**config.mk**
```make
export PLATFORM = sky130hd
export DESIGN_NAME = utf8_to_utf32_decoder_top
export DESIGN_NICKNAME = d
export VERILOG_FILES = /design/src/hdl/utd_pkg.sv /design/src/hdl/utd_step.sv /design/src/hdl/utf8_to_utf32_decoder_top.sv
export SDC_FILE = /design/constraint.sdc
export NUM_CORES = 1
export LEC_CHECK = 0
export ABC_CLOCK_PERIOD_IN_PS = 6650
export BUFFER_PORTS_ARGS = -buffer_cell sky130_fd_sc_hd__buf_2
export CORE_MARGIN = 10
export CORE_UTILIZATION = 32
export CTS_CLUSTER_DIAMETER = 120
export DETAILED_ROUTE_END_ITERATION = 8
export PLACE_DENSITY = 0.6
export SETUP_SLACK_MARGIN = 0.05
export SLEW_MARGIN = 20
export SYNTH_ARGS = -nofsm -noshare
export SYNTH_HDL_FRONTEND = slang
export SYNTH_SLANG_ARGS = --single-unit
```
**constraint.sdc**
```tcl
create_clock -name i_clk -period 6.65 [get_ports i_clk]
set_input_delay 1.6625 -clock i_clk [delete_from_list [all_inputs] [get_ports i_clk]]
set_output_delay 1.6625 -clock i_clk [all_outputs]
set_load 0.02 [all_outputs]
```
**src/hdl/utd_pkg.sv**
```systemverilog
// Shared types, constants and decode functions for the UTF-8 to UTF-32 decoder.
package utd_pkg;

    localparam int unsigned OCTET_W = 8;
    localparam int unsigned VALUE_W = 26;
    localparam int unsigned CP_W    = 21;
    localparam int unsigned NEED_W  = 3;
    localparam int unsigned LEN_W   = 3;

    localparam logic [VALUE_W-1:0] SURR_LO = 26'h000D800;
    localparam logic [VALUE_W-1:0] SURR_HI = 26'h000E000;
    localparam logic [VALUE_W-1:0] CP_MAX  = 26'h010FFFF;

    typedef enum logic [2:0] {
        ST_INCOMPLETE = 3'd0,
        ST_CODEPOINT  = 3'd1,
        ST_NUL        = 3'd2,
        ST_ILLEGAL    = 3'd3,
        ST_QUERY      = 3'd4
    } t_status;

    typedef struct packed {
        logic [VALUE_W-1:0] partial_value;
        logic [NEED_W-1:0]  tails_pending;
    } t_state;

    typedef struct packed {
        t_status            status;
        logic [CP_W-1:0]    code_point;
        logic [NEED_W-1:0]  bytes_needed;
    } t_result;

    // Sequence length from the top five bits of a byte; zero marks a tail byte.
    function automatic logic [LEN_W-1:0] len_class(input logic [4:0] top5);
        logic [LEN_W-1:0] len;
        len = 3'd0;
        priority if (top5[4] == 1'b0) begin
            len = 3'd1;
        end else if (top5[3] == 1'b0) begin
            len = 3'd0;
        end else if (top5[2] == 1'b0) begin
            len = 3'd2;
        end else if (top5[1] == 1'b0) begin
            len = 3'd3;
        end else if (top5[0] == 1'b0) begin
            len = 3'd4;
        end else begin
            len = 3'd5;
        end
        return len;
    endfunction

    // Payload bits kept from a lead byte of the given length.
    function automatic logic [OCTET_W-1:0] lead_mask(input logic [LEN_W-1:0] len);
        logic [OCTET_W-1:0] mask;
        unique case (len)
            3'd1:    mask = 8'h7F;
            3'd2:    mask = 8'h1F;
            3'd3:    mask = 8'h0F;
            3'd4:    mask = 8'h07;
            3'd5:    mask = 8'h03;
            default: mask = 8'h00;
        endcase
        return mask;
    endfunction

endpackage

```
**src/hdl/utd_step.sv**
```systemverilog
// Combinational decode of one byte against the running sequence state.
module utd_step (
    input  logic [7:0]      i_octet,
    input  logic            i_has_byte,
    input  utd_pkg::t_state i_state,
    output utd_pkg::t_state o_next_state,
    output utd_pkg::t_result o_result
);

    logic [utd_pkg::LEN_W-1:0]   len;
    logic [utd_pkg::VALUE_W-1:0] value;
    logic [utd_pkg::NEED_W-1:0]  tails_m1;
    logic                        finish;

    assign len      = utd_pkg::len_class(i_octet[7:3]);
    assign tails_m1 = i_state.tails_pending - 3'd1;

    always_comb begin
        o_next_state            = i_state;
        o_result.status         = utd_pkg::ST_ILLEGAL;
        o_result.code_point     = '0;
        o_result.bytes_needed   = i_state.tails_pending;
        value                   = '0;
        finish                  = 1'b0;

        if (!i_has_byte) begin
            o_result.status = utd_pkg::ST_QUERY;
        end else if (i_state.tails_pending == 3'd0) begin
            // A stray tail byte leaves everything as it was and reports illegal.
            if (len != 3'd0) begin
                value = {18'd0, i_octet & utd_pkg::lead_mask(len)};
                if (len > 3'd1) begin
                    o_next_state.partial_value = value;
                    o_next_state.tails_pending = len - 3'd1;
                    o_result.status            = utd_pkg::ST_INCOMPLETE;
                    o_result.bytes_needed      = len - 3'd1;
                end else begin
                    finish = 1'b1;
                end
            end
        end else begin
            // A lead byte inside a sequence is rejected without disturbing it.
            if (len == 3'd0) begin
                value = {i_state.partial_value[utd_pkg::VALUE_W-7:0], i_octet[5:0]};
                if (tails_m1 != 3'd0) begin
                    o_next_state.partial_value = value;
                    o_next_state.tails_pending = tails_m1;
                    o_result.status            = utd_pkg::ST_INCOMPLETE;
                    o_result.bytes_needed      = tails_m1;
                end else begin
                    finish = 1'b1;
                end
            end
        end

        if (finish) begin
            o_next_state          = '0;
            o_result.bytes_needed = '0;
            if (value == '0) begin
                o_result.status = utd_pkg::ST_NUL;
            end else if ((value >= utd_pkg::SURR_LO && value < utd_pkg::SURR_HI) ||
                         value > utd_pkg::CP_MAX) begin
                o_result.status = utd_pkg::ST_ILLEGAL;
            end else begin
                o_result.status     = utd_pkg::ST_CODEPOINT;
                o_result.code_point = value[utd_pkg::CP_W-1:0];
            end
        end
    end

endmodule

```
**src/hdl/utf8_to_utf32_decoder_top.sv**
```systemverilog
// Top level of the UTF-8 to UTF-32 decoder: input register, decode step, result register.
//
//  Channel  | Direction | tdata (low bit up)                   | tuser
//  s_axis   | in        | octet[7:0]                           | has_byte
//  m_axis   | out       | code_point[20:0], bytes_needed[23:21]| status[2:0]
//
// One beat is accepted per cycle while m_axis does not stall, and one result
// beat leaves per input beat. A beat is registered in the input register and
// then decoded into the result register; the sequence state is updated in that
// same step, which sets the one-per-cycle rate.
// Reset clears the valid flags and the sequence state. A stall on m_axis holds
// both registers, and s_axis_tready falls only when both are full.
module utf8_to_utf32_decoder_top (
    input  logic        i_clk,
    input  logic        i_rst_n,
    input  logic        s_axis_tvalid,
    output logic        s_axis_tready,
    input  logic [7:0]  s_axis_tdata,   // octet[7:0]
    input  logic        s_axis_tuser,   // has_byte
    output logic        m_axis_tvalid,
    input  logic        m_axis_tready,
    output logic [23:0] m_axis_tdata,   // code_point[20:0], bytes_needed[23:21]
    output logic [2:0]  m_axis_tuser    // status[2:0]
);

    logic                    r_in_valid;
    logic [7:0]              r_octet;
    logic                    r_has_byte;
    logic                    r_out_valid;
    utd_pkg::t_result        r_out;
    utd_pkg::t_state         r_state;

    utd_pkg::t_state         n_state;
    utd_pkg::t_result        n_out;
    logic                    out_free;
    logic                    step_fire;
    logic                    in_fire;

    assign out_free      = !r_out_valid || m_axis_tready;
    assign step_fire     = r_in_valid && out_free;
    assign s_axis_tready = !r_in_valid || step_fire;
    assign in_fire       = s_axis_tvalid && s_axis_tready;

    utd_step u_step (
        .i_octet      (r_octet),
        .i_has_byte   (r_has_byte),
        .i_state      (r_state),
        .o_next_state (n_state),
        .o_result     (n_out)
    );

    always_ff @(posedge i_clk) begin
        if (!i_rst_n) begin
            r_in_valid  <= 1'b0;
            r_out_valid <= 1'b0;
            r_state     <= '0;
        end else begin
            if (in_fire) begin
                r_in_valid <= 1'b1;
            end else if (step_fire) begin
                r_in_valid <= 1'b0;
            end
            if (step_fire) begin
                r_out_valid <= 1'b1;
                r_state     <= n_state;
            end else if (m_axis_tready) begin
                r_out_valid <= 1'b0;
            end
        end
    end

    always_ff @(posedge i_clk) begin
        if (in_fire) begin
            r_octet    <= s_axis_tdata;
            r_has_byte <= s_axis_tuser;
        end
        if (step_fire) begin
            r_out <= n_out;
        end
    end

    assign m_axis_tvalid = r_out_valid;
    assign m_axis_tdata  = {r_out.bytes_needed, r_out.code_point};
    assign m_axis_tuser  = r_out.status;

    a_tails_range: assert property (@(posedge i_clk) disable iff (!i_rst_n)
        r_state.tails_pending <= 3'd4)
        else $error("tail count out of range");

    a_query_keeps_state: assert property (@(posedge i_clk) disable iff (!i_rst_n)
        step_fire && !r_has_byte |=> $stable(r_state))
        else $error("query beat changed the sequence state");

    a_incomplete_pending: assert property (@(posedge i_clk) disable iff (!i_rst_n)
        step_fire && n_out.status == utd_pkg::ST_INCOMPLETE |=>
            r_state.tails_pending != 3'd0 &&
            r_out.bytes_needed == r_state.tails_pending)
        else $error("incomplete result without pending tails");

    a_done_clears: assert property (@(posedge i_clk) disable iff (!i_rst_n)
        step_fire && (n_out.status == utd_pkg::ST_CODEPOINT ||
                      n_out.status == utd_pkg::ST_NUL) |=> r_state == '0)
        else $error("state not cleared after a finished code point");

    a_cp_only_valid: assert property (@(posedge i_clk) disable iff (!i_rst_n)
        r_out_valid && r_out.status != utd_pkg::ST_CODEPOINT |-> r_out.code_point == '0)
        else $error("code point set on a non code point result");

endmodule

```
# [Yosys cells after proc, flatten, opt, wreduce, memory -nomap -nowiden]
# Index checks and enable logic that the tools add are counted.
[op_classes] add_sub_neg=2 n_lt_le_gt_ge=4 eq_ne=7 mux=47 n_bitwise=2 n_reduce_logical=20
[ops] cell="two-way mux 23 bit" count=7
[ops] cell="two-way mux 26 bit" count=3
[ops] cell="two-way mux 21 bit" count=2
[ops] cell="two-way mux 3 bit" count=14
[ops] cell="case mux 7 bit (5 select lines)" count=1
[ops] cell="two-way mux 8 bit" count=4
[ops] cell="two-way mux 27 bit" count=1
[ops] cell="greater-or-equal comparator 26 x 16 -> 1 bit, second input constant" count=1
[ops] cell="greater-than comparator 26 x 21 -> 1 bit, second input constant" count=1
[ops] cell="zero test 26 bit" count=1
[ops] cell="< comparator 26 x 16 -> 1 bit, second input constant" count=1
[ops] cell="nonzero test 3 bit" count=4
[ops] cell="two-way mux 1 bit" count=11
[ops] cell="AND 8 bit" count=1
[ops] cell="two-way mux 2 bit" count=4
[ops] cell="equality test 3 x 2 -> 1 bit, second input constant" count=2
[ops] cell="equality test 3 bit, second input constant" count=2
[ops] cell="zero test 3 bit" count=2
[ops] cell="!= test 3 x 2 -> 1 bit, second input constant" count=2
[ops] cell="AND reduction 6 bit" count=1
[ops] cell="nonzero test 2 bit" count=3
[ops] cell="subtractor 3 x 1 -> 3 bit, second input constant" count=2
[ops] cell="equality test 3 x 1 -> 1 bit, second input constant" count=1
[ops] cell="greater-than comparator 3 x 1 -> 1 bit, second input constant" count=1
[ops] cell="other kinds (5)" count=10
[totals] register_bits=61 out_inout_bits=29

# [Longest topological paths before layout]
[depth] ltp_word=20 ltp_mapped=12 ltp_nobuf=12

# [Hierarchy]
# Synthesis repeated with hierarchy kept, for this count alone.
[unflattened] cells_unflattened=388 hier_area_um2=3839.9
[by_module_without_submodules] module="utf8_to_utf32_decoder_top" instances=1 cells_each=172 area_each_um2=2361.0 seq_area_each_um2=1701.6
[by_module_without_submodules] module="utd_step" instances=1 cells_each=216 area_each_um2=1478.9 seq_area_each_um2=0.0

# [Worst setup path after synthesis]
# Ideal clock, no wire load.
[synth_timing] path_type="in2out" start="input m_axis_tready" end="output s_axis_tready" arrival_ns=2.015 t_required_ns=4.987 slack_ns=2.972 path_stages=2 cell_sequence="nor2b_1 -> nand2_1"
[synth_via] elab_chain_len=3
[synth_lines] element="start, declared" line_no="utf8_to_utf32_decoder_top.sv:21" text="input logic m_axis_tready,"
[synth_lines] element="logical OR 1 bit" line_no="utf8_to_utf32_decoder_top.sv:39" text="assign out_free = !r_out_valid || m_axis_tready;"
[synth_lines] element="logical AND 1 bit" line_no="utf8_to_utf32_decoder_top.sv:40" text="assign step_fire = r_in_valid && out_free;"
[synth_lines] element="logical OR 1 bit" line_no="utf8_to_utf32_decoder_top.sv:41" text="assign s_axis_tready = !r_in_valid || step_fire;"
[synth_lines] element="end, declared" line_no="utf8_to_utf32_decoder_top.sv:17" text="output logic s_axis_tready,"
# No other way between the ends.

# [Worst setup path in the final report]
# Same ends and word-level chain as after synthesis.

==> results.cfg <==
[run_status]
status = finished clean

[place]
io_buffers = 41
place_congestion = 0.848
preCtsSetupSlack_ps = 2410
dp.cells = 401
detailed_place_hpwl_um = 4430

[yosys]
synth_cells = 265
synth_area_mm2 = 0.00282
ys_warn_count = 0
synth-seq-cells = 61
synth_cell_types = 43
synthFlopType = edfxtp_1
synth.avg_cell_area_um2 = 10.6
seq_area_frac_synth = 0.561
synth-edff-count = 36
synthArstFlopShare = 0
synthesis.nets = 286

[layout]
final_util = 0.379
syn2layout_area_growth_pct = 16.2
fin_cells = 417
n_antenna_cell = 0
seq_area_mm2 = 0.00158
fillers = 844
final_nets = 325
drive_gt1_frac = 0.194
multi_input_comb_area_mm2 = 0.00113

[sta]
setup_viol = 0
fin_worst_skew_ps = 14.6
setup_tns_ps = 0
setup_slack_ps = 2760
min_period_ps = 3890
finalCritPeriodShare = 0.585
max_slew.worst_pin.slew_ps = 1000
fmax_ghz = 0.257
drv_slew = 0
finalHoldViolCount = 0
rsz0062_at_grt = no
slew_headroom = 0.329
hold_ws_ps = 480

[floorplan]
start_util = 0.326
dieArea_mm2 = 0.0130
core_mm2 = 0.00864
ios = 42
rows = 34
die_w_um = 114
die_height_um = 114

[cts]
clk_pin_slew_ps = 80
cts_htree_levels = 3
cts-root-buf = clkbuf_8
cts_tree = yes
cts_inserted_buffers = 9
cts_sinks = 61
clkLatencyLatePin_ps = 340
ctsHoldBuffers = 0
cts_resized = 0
cts_setup_buffers = 0
cts_buffer_depth = 2

[hold_path]
hold_path.class = flip-flop to flip-flop
holdPathStages = 1

[drt]
drc = 0
dr.pass1.iters = 4
drt_iter0_drc = 231
wl_met2_um = 2450
route.met3.wl_um = 392
top_layer = met4
post_drt_wl_per_cell_um = 14.5
antenna_left = 0
dr_total_vias = 2051
routed_wl_um = 6030
viasPerCell = 4.92
wirelength_met1_um = 3050

[job]
cap_violations = 0

[setup_path]
max_stage_delay_ps = 200
cp_cell_sequence = buf_2, nor2b_1, nand2_1, buf_2
crit_type = primary input to primary output
crit_top_cell = buf_2
cp.required_ps = 4990
worstPathMaxFanout = 4
crit_arrival_ps = 2230
end_kind = primary output
r2r_cells = 11
cp-start-kind = primary input
cpMaxStageDelayCell = nor2b_1

[global_routing]
grt_use_total = 0.0959
grt_pass1_wl_um = 9980
grt_pass1_vias = 1988
grt_max_degree = 29
overflow = 0
antenna_found_initial = 0

[pwr]
p_leak_nw = 1.29
peakVddDrop_mv = 0.113
power_density_mw_per_mm2 = 241
-- worst max-delay path: cells and delay by family --
family / cells / cell delay, ps
buffers and inverters: 2 / 270
and+or+nand+nor: 2 / 300
-- final cells by class --
type,count,share of cell area
flip-flops and latches,61,0.483
clock inverters,5,0.0103
inverters,10,0.0115
multi-input cells,181,0.345
clock buffers,11,0.0466
well taps,108,0.0412
repair buffers,41,0.0626
-- routing by layer --
metal,vias up,track usage
li1,1035,-
met1,943,0.137
met2,62,0.122
met3,11,0.0331
met4,0,0.0518
met5,-,0
-- synth_stat cells (2+ instances only) --
cell / number / area share
edfxtp_1: 36 / 0.38
dfxtp_1: 25 / 0.18
nand2_1: 25 / 0.033
and2_1: 24 / 0.053
o21ai_0: 16 / 0.028
nor2_1: 15 / 0.020
nor2b_1: 13 / 0.029
a22o_1: 12 / 0.037
inv_1: 10 / 0.013
a21oi_1: 9 / 0.016
ha_1: 8 / 0.036
buf_2: 7 / 0.012
nor3_1: 7 / 0.012
and3_1: 4 / 0.0089
clkbuf_1: 4 / 0.0053
nand2b_1: 4 / 0.0089
nand4_1: 4 / 0.0089
o211ai_1: 4 / 0.011
a22oi_1: 3 / 0.0080
a32oi_1: 3 / 0.0093
nand3_1: 3 / 0.0053
or4_1: 3 / 0.0080
a21boi_0: 2 / 0.0053
a21o_1: 2 / 0.0053
a31oi_1: 2 / 0.0044
nor3b_1: 2 / 0.0053
nor4_1: 2 / 0.0044
-- state kept, by name, summed over array words and instances, names as in the netlist --
signal         flops
m_axis_tvalid      1
r_has_byte         1
r_in_valid         1
r_octet            8
r_state           23
m_axis_tdata      24
m_axis_tuser       3
-- cell usage in the layout (no fill, tap or decap), types with 2 or more instances in the layout --
cell        instances
o21ai_0            16
inv_1              10
ha_1                8
a31oi_1             2
nor3_1              7
nor2_1             15
nand4_1             4
a21o_1              2
and2_1             24
clkbuf_8            9
nor3b_1             2
dfxtp_1            25
nor4_1              2
o211ai_1            4
nand2_1            25
nand2b_1            4
clkinvlp_4          2
and3_1              4
a21oi_1             9
a22o_1             12
buf_2              41
a21boi_0            2
nand3_1             3
a22oi_1             3
nor2b_1            13
or4_1               3
edfxtp_1           36
a32oi_1             3
-- cells by family after synthesis --
group                      synth area share
AOI/OAI and AO/OA                     0.145
xor gates and xnor gates            0.00311
adders and majority gates            0.0355
buffers and inverters                0.0377
DFF                                   0.561
muxes                               0.00355
and+or+nand+nor                       0.214
-- metrics by stage --
step / area (um2) / total power [mW]
after global routing: 3280 / 0.831
after CTS: 3280 / 0.799
after detailed placement: 3090 / 0.497
final: 3280 / 0.789
after global placement: 3090 / 0.496
after floorplan: 2820 / 0.474
-- final timing paths --
| path | startpoint | end | slack [ps] |
|---|---|---|---|
| worst min-delay path | r_state[19] | r_state[19] | 480 |
| worst min register to register | r_state[19] | r_state[19] | 480 |
| worst max register to register | r_octet[6] | m_axis_tuser[0] | 3420 |
| worst max-delay path | m_axis_tready | s_axis_tready | 2760 |
-- report_power, final --
| group | total (mW) | internal (mW) | switching [mW] |
|---|---|---|---|
| clock network | 0.301 | 0.157 | 0.144 |
| logic | 0.0670 | 0.0231 | 0.0439 |
| registers | 0.421 | 0.412 | 0.00877 |
| total | 0.789 | 0.593 | 0.197 |
No activity file was read; power rests on OpenSTA's default activity.
